`src/atinv_pkg.sv`:
```
// Shared constants, types and index helpers of the acoustic tensor inverse unit.
// No dependencies; used by every RTL module.
package atinv_pkg;

  localparam int FRAC_BITS  = 16;
  localparam int INDEX_BITS = 18;
  localparam int NUM_COEF   = 81;
  localparam int COEF_IDX_W = 7;
  localparam int NUM_PAIR   = 6;
  localparam int NUM_ELEM   = 9;

  localparam int QBITS = 33;
  localparam int TW    = 100;
  localparam int DW    = 98;
  localparam int DIVW  = (2 * FRAC_BITS + 66 > 98) ? 2 * FRAC_BITS + 66 : 98;
  localparam int CW    = DIVW + QBITS;

  localparam int FIFO_DEPTH = 4;
  localparam int FIFO_AW    = 2;
  localparam int FIFO_CW    = 3;

  localparam int TENSOR_LAT = 8;
  localparam int LANE_LAT   = QBITS + 2;
  localparam int PIPE_LAT   = TENSOR_LAT + LANE_LAT;

  localparam logic KIND_LOAD  = 1'b0;
  localparam logic KIND_POINT = 1'b1;

  typedef logic signed [31:0] q32_t;

  typedef struct packed {
    q32_t                  wave_x;
    q32_t                  wave_y;
    q32_t                  wave_z;
    logic [INDEX_BITS-1:0] index;
  } point_t;

  typedef logic [NUM_COEF-1:0][31:0] coef_tab_t;

  function automatic int pair_k(int p);
    int k;
    case (p)
      0, 3, 4: k = 0;
      1, 5:    k = 1;
      default: k = 2;
    endcase
    return k;
  endfunction

  function automatic int pair_l(int p);
    int l;
    case (p)
      0:       l = 0;
      1, 3:    l = 1;
      default: l = 2;
    endcase
    return l;
  endfunction

  function automatic logic [COEF_IDX_W-1:0] coef_at(int r, int k, int l, int c);
    return COEF_IDX_W'(27 * r + 9 * k + 3 * l + c);
  endfunction

endpackage

```
`src/atinv_fifo.sv`:
```
// Point queue between the intake front and the arithmetic back.
// Depends on atinv_pkg.
module atinv_fifo (
  input  logic              clk,
  input  logic              rst_n,
  input  logic              push,
  input  atinv_pkg::point_t din,
  output logic              full,
  output logic              not_empty,
  input  logic              pop,
  output atinv_pkg::point_t dout
);

  atinv_pkg::point_t                  mem_r [atinv_pkg::FIFO_DEPTH];
  logic [atinv_pkg::FIFO_AW-1:0]      wp_r, wp_nxt, rp_r, rp_nxt;
  logic [atinv_pkg::FIFO_CW-1:0]      cnt_r, cnt_nxt;

  assign full      = (cnt_r == atinv_pkg::FIFO_CW'(atinv_pkg::FIFO_DEPTH));
  assign not_empty = (cnt_r != '0);
  assign dout      = mem_r[rp_r];

  always_comb begin
    wp_nxt  = push ? wp_r + 1'b1 : wp_r;
    rp_nxt  = pop ? rp_r + 1'b1 : rp_r;
    cnt_nxt = cnt_r + atinv_pkg::FIFO_CW'(push) - atinv_pkg::FIFO_CW'(pop);
  end

  always_ff @(posedge clk) begin
    if (!rst_n) begin
      wp_r  <= '0;
      rp_r  <= '0;
      cnt_r <= '0;
    end else begin
      wp_r  <= wp_nxt;
      rp_r  <= rp_nxt;
      cnt_r <= cnt_nxt;
    end
  end

  always_ff @(posedge clk) begin
    if (push) begin
      mem_r[wp_r] <= din;
    end
  end

endmodule

```
`config.mk`:
```
export PLATFORM = sky130hd
export DESIGN_NAME = atinv_fifo
export DESIGN_NICKNAME = d
export VERILOG_FILES = /design/src/atinv_pkg.sv /design/src/atinv_fifo.sv
export SDC_FILE = /design/constraint.sdc
export NUM_CORES = 1
export LEC_CHECK = 0
export BUFFER_PORTS_ARGS = -buffer_cell sky130_fd_sc_hd__buf_2
export CORE_MARGIN = 1
export CORE_UTILIZATION = 53
export CTS_BUF_LIST = sky130_fd_sc_hd__clkbuf_4
export CTS_CLUSTER_SIZE = 12
export DETAILED_ROUTE_END_ITERATION = 7
export PLACE_DENSITY = 0.78
export SETUP_SLACK_MARGIN = 0.4
export SLEW_MARGIN = 0
export SYNTH_ARGS = -nofsm -noshare
export SYNTH_HDL_FRONTEND = slang
export SYNTH_SLANG_ARGS = --single-unit
```
`constraint.sdc`:
```
create_clock -name clk -period 4.3 [get_ports clk]
set_clock_uncertainty 0.15 [all_clocks]
set_input_delay 0.86 -clock clk [delete_from_list [all_inputs] [get_ports clk]]
set_output_delay 0.86 -clock clk [all_outputs]
set_load 0.02 [all_outputs]
```
# ---- After elaboration in Yosys (flattened, before gate mapping)
# Memories as Yosys holds them, arrays and structs flattened. A register that Yosys moved wholly into a read port is not among the register bits.
# Cells that the tools add are included.
dict set report totals {
  register_bits 7
  input_bits 118
  output_inout_bits 116
  elab_cells 14
  memories 1
  ram_bits 456
}
dict set report classes {
  n_reduce_logical 1
  addsub 4
  n_eq_ne 1
  n_mux 4
}
# memory depth width read_ports rd_ports_with_merged_regs wr line_no
set mem_list {}
lappend mem_list {mem_r 4 114 1 1 1 atinv_fifo.sv:14} ;# atinv_pkg::point_t mem_r [atinv_pkg::FIFO_DEPTH];
# op count
set op_table {}
lappend op_table {{2-bit by 1-bit adder with 2-bit output (second input constant)} 2}
lappend op_table {{2-bit 2-to-1 mux} 2}
lappend op_table {{3-bit by 1-bit adder with 3-bit output} 1}
lappend op_table {{3-bit == test (second input constant)} 1}
lappend op_table {{3-bit nonzero test} 1}
lappend op_table {{3-bit by 1-bit subtractor with 3-bit output} 1}
lappend op_table {{1-bit 2-to-1 mux} 2}

# ---- Longest topological paths before layout
# Gate-level depths: netlist of run 1.
dict set report logic_depth {
  ltp_word 3
  depth_mapped 7
  depth_no_buf 7
}

# ---- Least setup slack after synthesis of run 1
# No wires, ideal clock.
dict set report synth_path {
  path_kind {input port to flip-flop}
  start {input push}
  end {memory mem_r[0][0] in the netlist's numbering (enable)}
  t_arrival_ns 3.481
  n_path_buf 0
  setup_time_ns 0.486
  cell_stages 1
  setup_slack_ns 0.183
  path_cell_list {and2_1}
}
dict set report synth_via {
  elab_chain_cells 2
}
# element line_no
set synth_rtl {}
lappend synth_rtl {{start, declared} atinv_fifo.sv:6} ;# input logic push,
lappend synth_rtl {{1-bit 2-to-1 mux} atinv_fifo.sv:41} ;# if (push) begin
lappend synth_rtl {{1-bit 2-to-1 mux (not written as such)} atinv_fifo.sv:42} ;# mem_r[wp_r] <= din;
lappend synth_rtl {{end, declared} atinv_fifo.sv:14}
# No other way between the ends.

==> summary.md, run 1 <==
| Metric | Value |
|---|---|
| Status | finished clean |
| VDD IR max | 0.283 mV |
| First-pass GRT wire length | 47,700 um |
| Share of layout cells above drive strength 1 | 51.2% |
| Setup tns final | 0 ns |
| Largest net degree at the start of global routing | 75 |
| Initial core utilization | 53.7% |
| Arr. time, crit path | 2.59 ns |
| Post-Place Cells | 1,267 |
| CP required | 3.29 ns |
| RSZ-0062 raised after global routing | false |
| WS Path Type | reg2out |
| Worst-path clk slew | 0.06 ns |
| Post-Synth Simple-Gate Area | 0.451% |
| Gpl congestion | 0.693 |
| Largest family of logic cells by synthesized area | multiplexers |
| Fin. max-slew vios | 0 |
| Top cells by area, synth | edfxtp_1 81%, mux4_2 15%, dfxtp_1 1.1%, buf_8 0.62%, ha_1 0.44% |
| CTS tree | done |
| Vias per cell | 5.45 |
| Port Buffers | 233 |
| Synth Instances | 639 |
| Fmax | 278 MHz |
| Footprint of the multi-input gates | 2820 um2 |
| Final Cell Area | 20,000 um2 |
| CTS Buf Count | 114 |
| Top-count cell post-synth | edfxtp_1 |
| Syn-to-layout area delta | 18.1% |
| Util after Layout | 63.4% |
| CTS Hold Buffers Added | 0 |
| Clock Latency Late Sink | 0.72 ns |
| Worst setup margin | 0.703 ns |
| Initial antenna violation count | 3 |
| Primary FF master, synth | edfxtp_1 |
| Vias | 7,925 |
| CP Launch Type | flop |
| Post-Place Cell Area | 18,600 um2 |
| Critical Path Sink Type | output port |
| Top post-synthesis cells by count | 456 x edfxtp_1, 114 x mux4_2, 13 x buf_2, 9 x dfxtp_1 |
| Pre-CTS setup slack | 1.38 ns |
| Hold WS | 0.156 ns |
| Finished Layout Cells | 1,453 |
| Slew HR | 44.7% |
| GR Overflow Total | 0 |
| Adder-Cell Fraction of Synth Area | 0.563% |
| DRC Markers | 0 |
| Min-delay worst type | in2reg |
| Final setup vio count | 0 |
| Row count | 65 |
| Clock Path Buffers | 3 |
| Final HPWL DP | 18,600 um |
| Number of clock sinks | 465 |
| Die footprint | 32,600 um2 |
| Max-Cap Viols | 0 |
| Share of async-settable or async-resettable flops after synthesis | 0% |
| Synth Area in XOR/XNOR | 0.244% |
| # nets final | 1,106 |
| Layout fillers | 2,168 |
| Root Driver | clkbuf_4 |
| Register area share after synthesis | 82.1% |
| Mapped Area | 16,900 um2 |
| Fin. Hold Viols | 0 |
| Worst-margin pin slew | 0.829 ns |
| Post-synthesis cell type count | 20 |
| Final min period | 3.60 ns |
| Vias in the first global route | 8,594 |
| Design Power | 9.70 mW |
| Num ports | 234 |
| Syn_nets | 764 |
| Die Wd | 181 um |
| Post-Route WL | 31,000 um |
| Fin crit share | 83.6% |
| Iteration-0 DRC count of the detailed router | 526 |
| H-tree depth | 3 |
| Drt first pass iters | 4 |
| P_leak | 6.88 nW |
| Area share of the largest cell type after synthesis | 81.0% |
| # resized after CTS | 0 |
| Core Area | 31,500 um2 |
| Avg WL per Cell | 21.3 um |
| Post-CTS setup buffer count | 0 |
| Post-synthesis compound-gate area fraction | 0.0888% |
| FF+latch count, synth | 465 |
| Multiplexer share of the synthesized area | 15.2% |
| PwrDens | 486 nW/um2 |
| Die H | 181 um |
| Synth warn | 0 |
| Worst-path fanout max | 27 |
| GRT Util Overall | 19.8% |
| Syn avg cell area | 26.5 um2 |
| Post-synth EDFFs | 456 |
| Synth area leader | edfxtp_1 |
| ANT nets after route | 0 |
| Register Area | 13,900 um2 |
-- power by group --
| group | switching (mW) | internal (mW) | leakage, nW |
|---|---|---|---|
| logic | 0.615 | 0.439 | 1.81 |
| clock network | 1.60 | 1.78 | 0.806 |
| registers | 0.0648 | 5.21 | 4.26 |
| total | 2.28 | 7.43 | 6.88 |
-- routing by layer --
metal | vias to the layer above | global-route usage [%] | wire [um]
met5 | - | 0 | 27
met4 | 4 | 7.08 | 401
met3 | 35 | 5.34 | 2000
met2 | 296 | 32.4 | 15900
met1 | 4082 | 26.0 | 12700
li1 | 3508 | - | -
-- cell type report --
type                    count  share of cell area [%]
flip-flops and latches    465                    69.6
multi-input cells         141                    14.1
repair buffers            252                    6.93
clock buffers             156                    5.87
well taps                 402                    2.52
clock inverters            29                   0.878
inverters                   7                   0.132
diodes                      1                  0.0125
-- cells in the final DEF (no fill, tap or decap), types with 3 or more instances in the layout --
cell / instances
and2_4: 4
buf_12: 6
buf_2: 233
buf_4: 13
clkbuf_4: 156
clkinv_1: 20
clkinv_2: 3
dfxtp_1: 7
edfxtp_1: 456
ha_1: 6
inv_1: 7
mux4_2: 114
nor2_1: 5
-- registers in the layout, summed over array words and instances (netlist names), named ones only --
| signal | count |
|---|---|
| rp_r | 2 |
| cnt_r | 3 |
| wp_r | 2 |
| mem_r | 456 |
-- worst max-delay path, cell delays in order (launching register included) --
cell and delay [ns]:
dfxtp_4 0.72, buf_4 0.38, mux4_2 0.55, buf_2 0.18
-- cells by family after synthesis --
family | count (synthesis)
buffers and inverters | 33
AO/OA/AOI/OAI | 2
flip-flops | 465
adder cells (fa/ha/maj) | 7
XOR/XNOR | 3
AND/OR/NAND/NOR | 14
multiplexers | 115
-- worst paths after layout --
kind	from	endpoint	slack [ns]	cells past startpoint
worst max-delay path	flop	dout[80]	0.70	3
worst min register to register	rp_r[0]	flop	0.39	2
worst min-delay path	din[57]	mem_r[1][57]	0.16	1
worst max register to register	wp_r[0]	mem_r[2][67]	2.12	4
No activity file was read; power rests on OpenSTA's default activity.
==> run 2: changes to the inputs <==
--- a/config.mk
+++ b/config.mk
@@ -5,13 +5,14 @@
 export SDC_FILE = /design/constraint.sdc
 export NUM_CORES = 1
 export LEC_CHECK = 0
+export ABC_AREA = 1
 export BUFFER_PORTS_ARGS = -buffer_cell sky130_fd_sc_hd__buf_2
 export CORE_MARGIN = 1
-export CORE_UTILIZATION = 53
+export CORE_UTILIZATION = 54
 export CTS_BUF_LIST = sky130_fd_sc_hd__clkbuf_4
 export CTS_CLUSTER_SIZE = 12
 export DETAILED_ROUTE_END_ITERATION = 7
-export PLACE_DENSITY = 0.78
+export PLACE_DENSITY = 0.79
 export SETUP_SLACK_MARGIN = 0.4
 export SLEW_MARGIN = 0
 export SYNTH_ARGS = -nofsm -noshare
==> constraint.sdc (replaced) <==
create_clock -name clk -period 3.3 [get_ports clk]
set_clock_uncertainty 0.15 [all_clocks]
set_input_delay 0.66 -clock clk [delete_from_list [all_inputs] [get_ports clk]]
set_output_delay 0.66 -clock clk [all_outputs]
set_load 0.02 [all_outputs]
==> run 2 against run 1 <==
  * Flip-flop and latch count is the same
  * Combinational power grew 69%
  * Non-clock buffer count grew 154
  * Power grew 38%
  * Wire length grew 38%
  * Worst setup slack lost 0.30 ns
  * Critical path type unchanged
==> summary.md, run 2 <==
| Metric | Value |
|---|---|
| Seq pwr share | 50.9% (-3.5 points) |
| Die H | 187 um (+3.6%) |
| Top reg by flops | mem_r |
| Worst-path fanout max | 11 (-59%) |
| Number of clock sinks | 465 (unchanged) |
| Adder-Cell Fraction of Synth Area | 0.514% (-0.049 points) |
| Port Buffers | 233 (unchanged) |
| GR Overflow Total | 0 (unchanged) |
| Fmax | 345 MHz |
| Top post-synthesis cells by count | 456 x edfxtp_1, 243 x inv_1, 238 x nand2_1, 120 x a21oi_1, 114 x o211ai_1 |
| Reg2reg start | wp_r[0] |
| Vias | 12,407 (+57%) |
| Status | finished clean |
| Avg WL per Cell | 18.0 um (-16%) |
| Post-synthesis cell type count | 19 (-5.0%) |
| Min-delay src | push |
| WS Path Type | reg2out |
| Worst-margin pin slew | 0.525 ns (-0.304 ns) |
| Clock share of power | 35.9% (+1.1 points) |
| Layout fillers | 2,115 (-2.4%) |
| Syn avg cell area | 13.4 um2 (-49%) |
| Setup tns final | 0 ns (unchanged) |
| P_leak | 9.36 nW (+36%) |
| RSZ-0062 raised after global routing | true |
| Synth Instances | 1,385 (+120%) |
| Initial antenna violation count | 2 (-1) |
| H-tree depth | 3 (unchanged) |
| FF+latch count, synth | 465 (unchanged) |
| PwrDens | 570 nW/um2 (+17%) |
| Vias per cell | 5.22 (-4.3%) |
| Psw | 3.41 mW (+50%) |
| Bufs and invs on worst path | 4 (+2) |
| Design Power | 13.4 mW (+38%) |
| Final HPWL DP | 19,900 um (+7.1%) |
| Mapped Area | 18,500 um2 (+9.5%) |
| Share of async-settable or async-resettable flops after synthesis | 0% (unchanged) |
| Primary FF master, synth | edfxtp_1 |
| Critical Path Sink Type | output port |
| Post-Synth Simple-Gate Area | 4.92% (+4.5 points) |
| Die footprint | 35,000 um2 (+7.4%) |
| Largest family of logic cells by synthesized area | compound AO/OA/AOI/OAI gates |
| Final setup vio count | 0 (unchanged) |
| Fin. max-slew vios | 0 (unchanged) |
| Core Area | 33,600 um2 (+6.8%) |
| Vias in the first global route | 13,001 (+51%) |
| Register area share after synthesis | 74.9% (-7.1 points) |
| Final min period | 2.89 ns |
| Synth area leader | edfxtp_1 |
| Iteration-0 DRC count of the detailed router | 839 (+60%) |
| Post-synth EDFFs | 456 (unchanged) |
| Worst setup margin | 0.405 ns (-0.298 ns) |
| Root Driver | clkbuf_4 |
| Clock Latency Late Sink | 0.74 ns (+0.02 ns) |
| Fin. Hold Viols | 0 (unchanged) |
| Syn-to-layout area delta | 27.0% |
| Top-count cell post-synth | edfxtp_1 |
| Number of flip-flops in the largest register | 456 (unchanged) |
| Initial core utilization | 55.1% (+1.4 points) |
| CTS Buf Count | 112 (-1.8%) |
| Biggest regs | mem_r: 456 flops, cnt_r: 3 flops |
| Num ports | 234 (unchanged) |
| First-pass GRT wire length | 65,900 um (+38%) |
| Max-Cap Viols | 0 (unchanged) |
| Post-Place Cells | 2,012 (+59%) |
| Int Pwr | 10.0 mW (+35%) |
| Reg2reg setup slack | 1.18 ns (-0.94 ns) |
| Pre-CTS setup slack | 0.859 ns (-0.520 ns) |
| Drt first pass iters | 5 (+1) |
| Worst stage delay on the critical path | 0.42 ns (-0.30 ns) |
| Largest net degree at the start of global routing | 71 (-5.3%) |
| Gpl congestion | 0.723 (+4.2%) |
| Min-delay worst type | in2reg |
| Post-Route WL | 42,800 um (+38%) |
| ANT nets after route | 0 (unchanged) |
| Row count | 67 (+3.1%) |
| Slew HR | 64.9% (+20 points) |
| DRC Markers | 0 (unchanged) |
| Worst-path clk slew | 0.06 ns (about the same) |
| CP Launch Type | flop |
| GRT Util Overall | 24.2% (+4.4 points) |
| VDD IR max | 0.450 mV (+59%) |
| Worst-path cell chain | buf_12, buf_12, clkbuf_16, o211ai_1, nand2_1, buf_6 |
| CP required | 2.49 ns (-0.80 ns) |
| # nets final | 1,954 (+77%) |
| Switching share of power | 25.4% (+2.0 points) |
| Cell mode on critical path | buf_12 |
| Synth warn | 0 (unchanged) |
| Multiplexer share of the synthesized area | 0% (-15 points) |
| CTS tree | done |
| Clock Path Buffers | 3 (unchanged) |
| Finished Layout Cells | 2,377 (+64%) |
| Syn_nets | 1,510 (+98%) |
| Share of layout cells above drive strength 1 | 25.3% (-26 points) |
| Top cells by area, synth | edfxtp_1 74%, inv_1 4.9%, nand2_1 4.8%, o211ai_1 4.6%, a21oi_1 3.2% |
| Post-synthesis compound-gate area fraction | 11.1% (+11 points) |
| Synth Area in XOR/XNOR | 0% (-0.24 points) |
| Fin crit share | 87.7% |
| Commonest non-fill, non-tap cells in the layout | 456 x edfxtp_1, 239 x inv_1, 232 x nand2_1 |
| Arr. time, crit path | 2.08 ns (-0.51 ns) |
| Die Wd | 187 um (+3.6%) |
| Area share of the largest cell type after synthesis | 74.0% (-7.0 points) |
| CP delay by family, top | buffers and inverters |
| Combinational share of power | 13.2% (+2.3 points) |
| Most common cell after layout, fill and taps aside | edfxtp_1 |
| Slowest library cell on the worst path | dfxtp_4 |
[run 2: cell types whose count changed after synthesis, moves of 3 or more]
| cell | before | now |
|---|---|---|
| inv_1 | 7 | 243 |
| o211ai_1 | 0 | 114 |
| o21ai_0 | 0 | 18 |
| clkbuf_1 | 5 | 0 |
| clkbuf_8 | 0 | 4 |
| mux4_2 | 114 | 0 |
| and2_1 | 6 | 0 |
| nand2_1 | 0 | 238 |
| a21oi_1 | 1 | 120 |
| buf_6 | 1 | 23 |
| o21ai_1 | 0 | 100 |
| buf_8 | 7 | 10 |
| nor2_1 | 5 | 2 |
| buf_2 | 13 | 36 |
[run 2: logic make-up (layout without fill, tap and decap cells)]
group / count (synthesis) / in the layout
fa+ha+maj: 7 / 7
compound gates: 352 / 352
flops: 465 / 465
buf+inv: 319 / 862
simple gates: 242 / 242
other cells: 0 / 1
[run 2: path summary, 6_finish.rpt]
path | to | cells past startpoint
hold reg to reg | flop | 2
setup / recovery | dout[77] | 6
setup reg to reg | mem_r[2][52] | 5
hold / removal | wp_r[1] | 3
[run 2: tightest hold or removal path: stages]
cell     delay (ns)
buf_2          0.23
inv_1          0.16
a21oi_1        0.08
[run 2: cell type report]
type	instances	area (um2)	share of cell area, %
sequential	465	13900	59.0
timing repair buffer	406	3470	14.8
multi-input combinational	601	3150	13.4
clock buffer	168	1260	5.36
inverter	243	927	3.94
tap	448	561	2.38
clock inverter	45	256	1.09
antenna	1	2.50	0.0106
[run 2: power by group through the flow]
stage | combinational (mW) | sequential, mW | clock (mW)
floorplan | 0.940 | 6.94 | 0
global placement | 1.35 | 6.95 | 0
detailed placement | 1.39 | 6.96 | 0
CTS | 1.71 | 6.82 | 4.89
global route | 1.91 | 6.84 | 5.21
finish | 1.77 | 6.82 | 4.81
[run 2: per-layer routing]
metal | up-vias | track usage [%] | wire length (um)
met4 | 2 | 12.4 | 1370
met5 | - | 0 | 13
li1 | 5842 | - | -
met3 | 93 | 5.82 | 3060
met1 | 5958 | 28.5 | 16500
met2 | 512 | 41.5 | 21800
[run 2: per-stage QoR]
stage | util [%] | area, um2 | hold WS, ns
final | 69.9 | 23500 | 0.284
after global routing | 69.9 | 23500 | 0.211
after CTS | 69.4 | 23300 | 0.168
after detailed placement | 59.6 | 20000 | 0.301
after global placement | 59.6 | 20000 | 0.296
after floorplan | - | 18600 | 0.286
[run 2: what timing repair did]
item / 4_1_cts / 5_1_grt
endpoints found under the hold margin: 465 / 0
endpoints found under the setup margin: 111 / 111
gates cloned: 11 / 4
gates resized for setup: 49 / 12
hold buffers: 116 / 0
buffers inserted: 17 / 3
pin swaps: 14 / 2
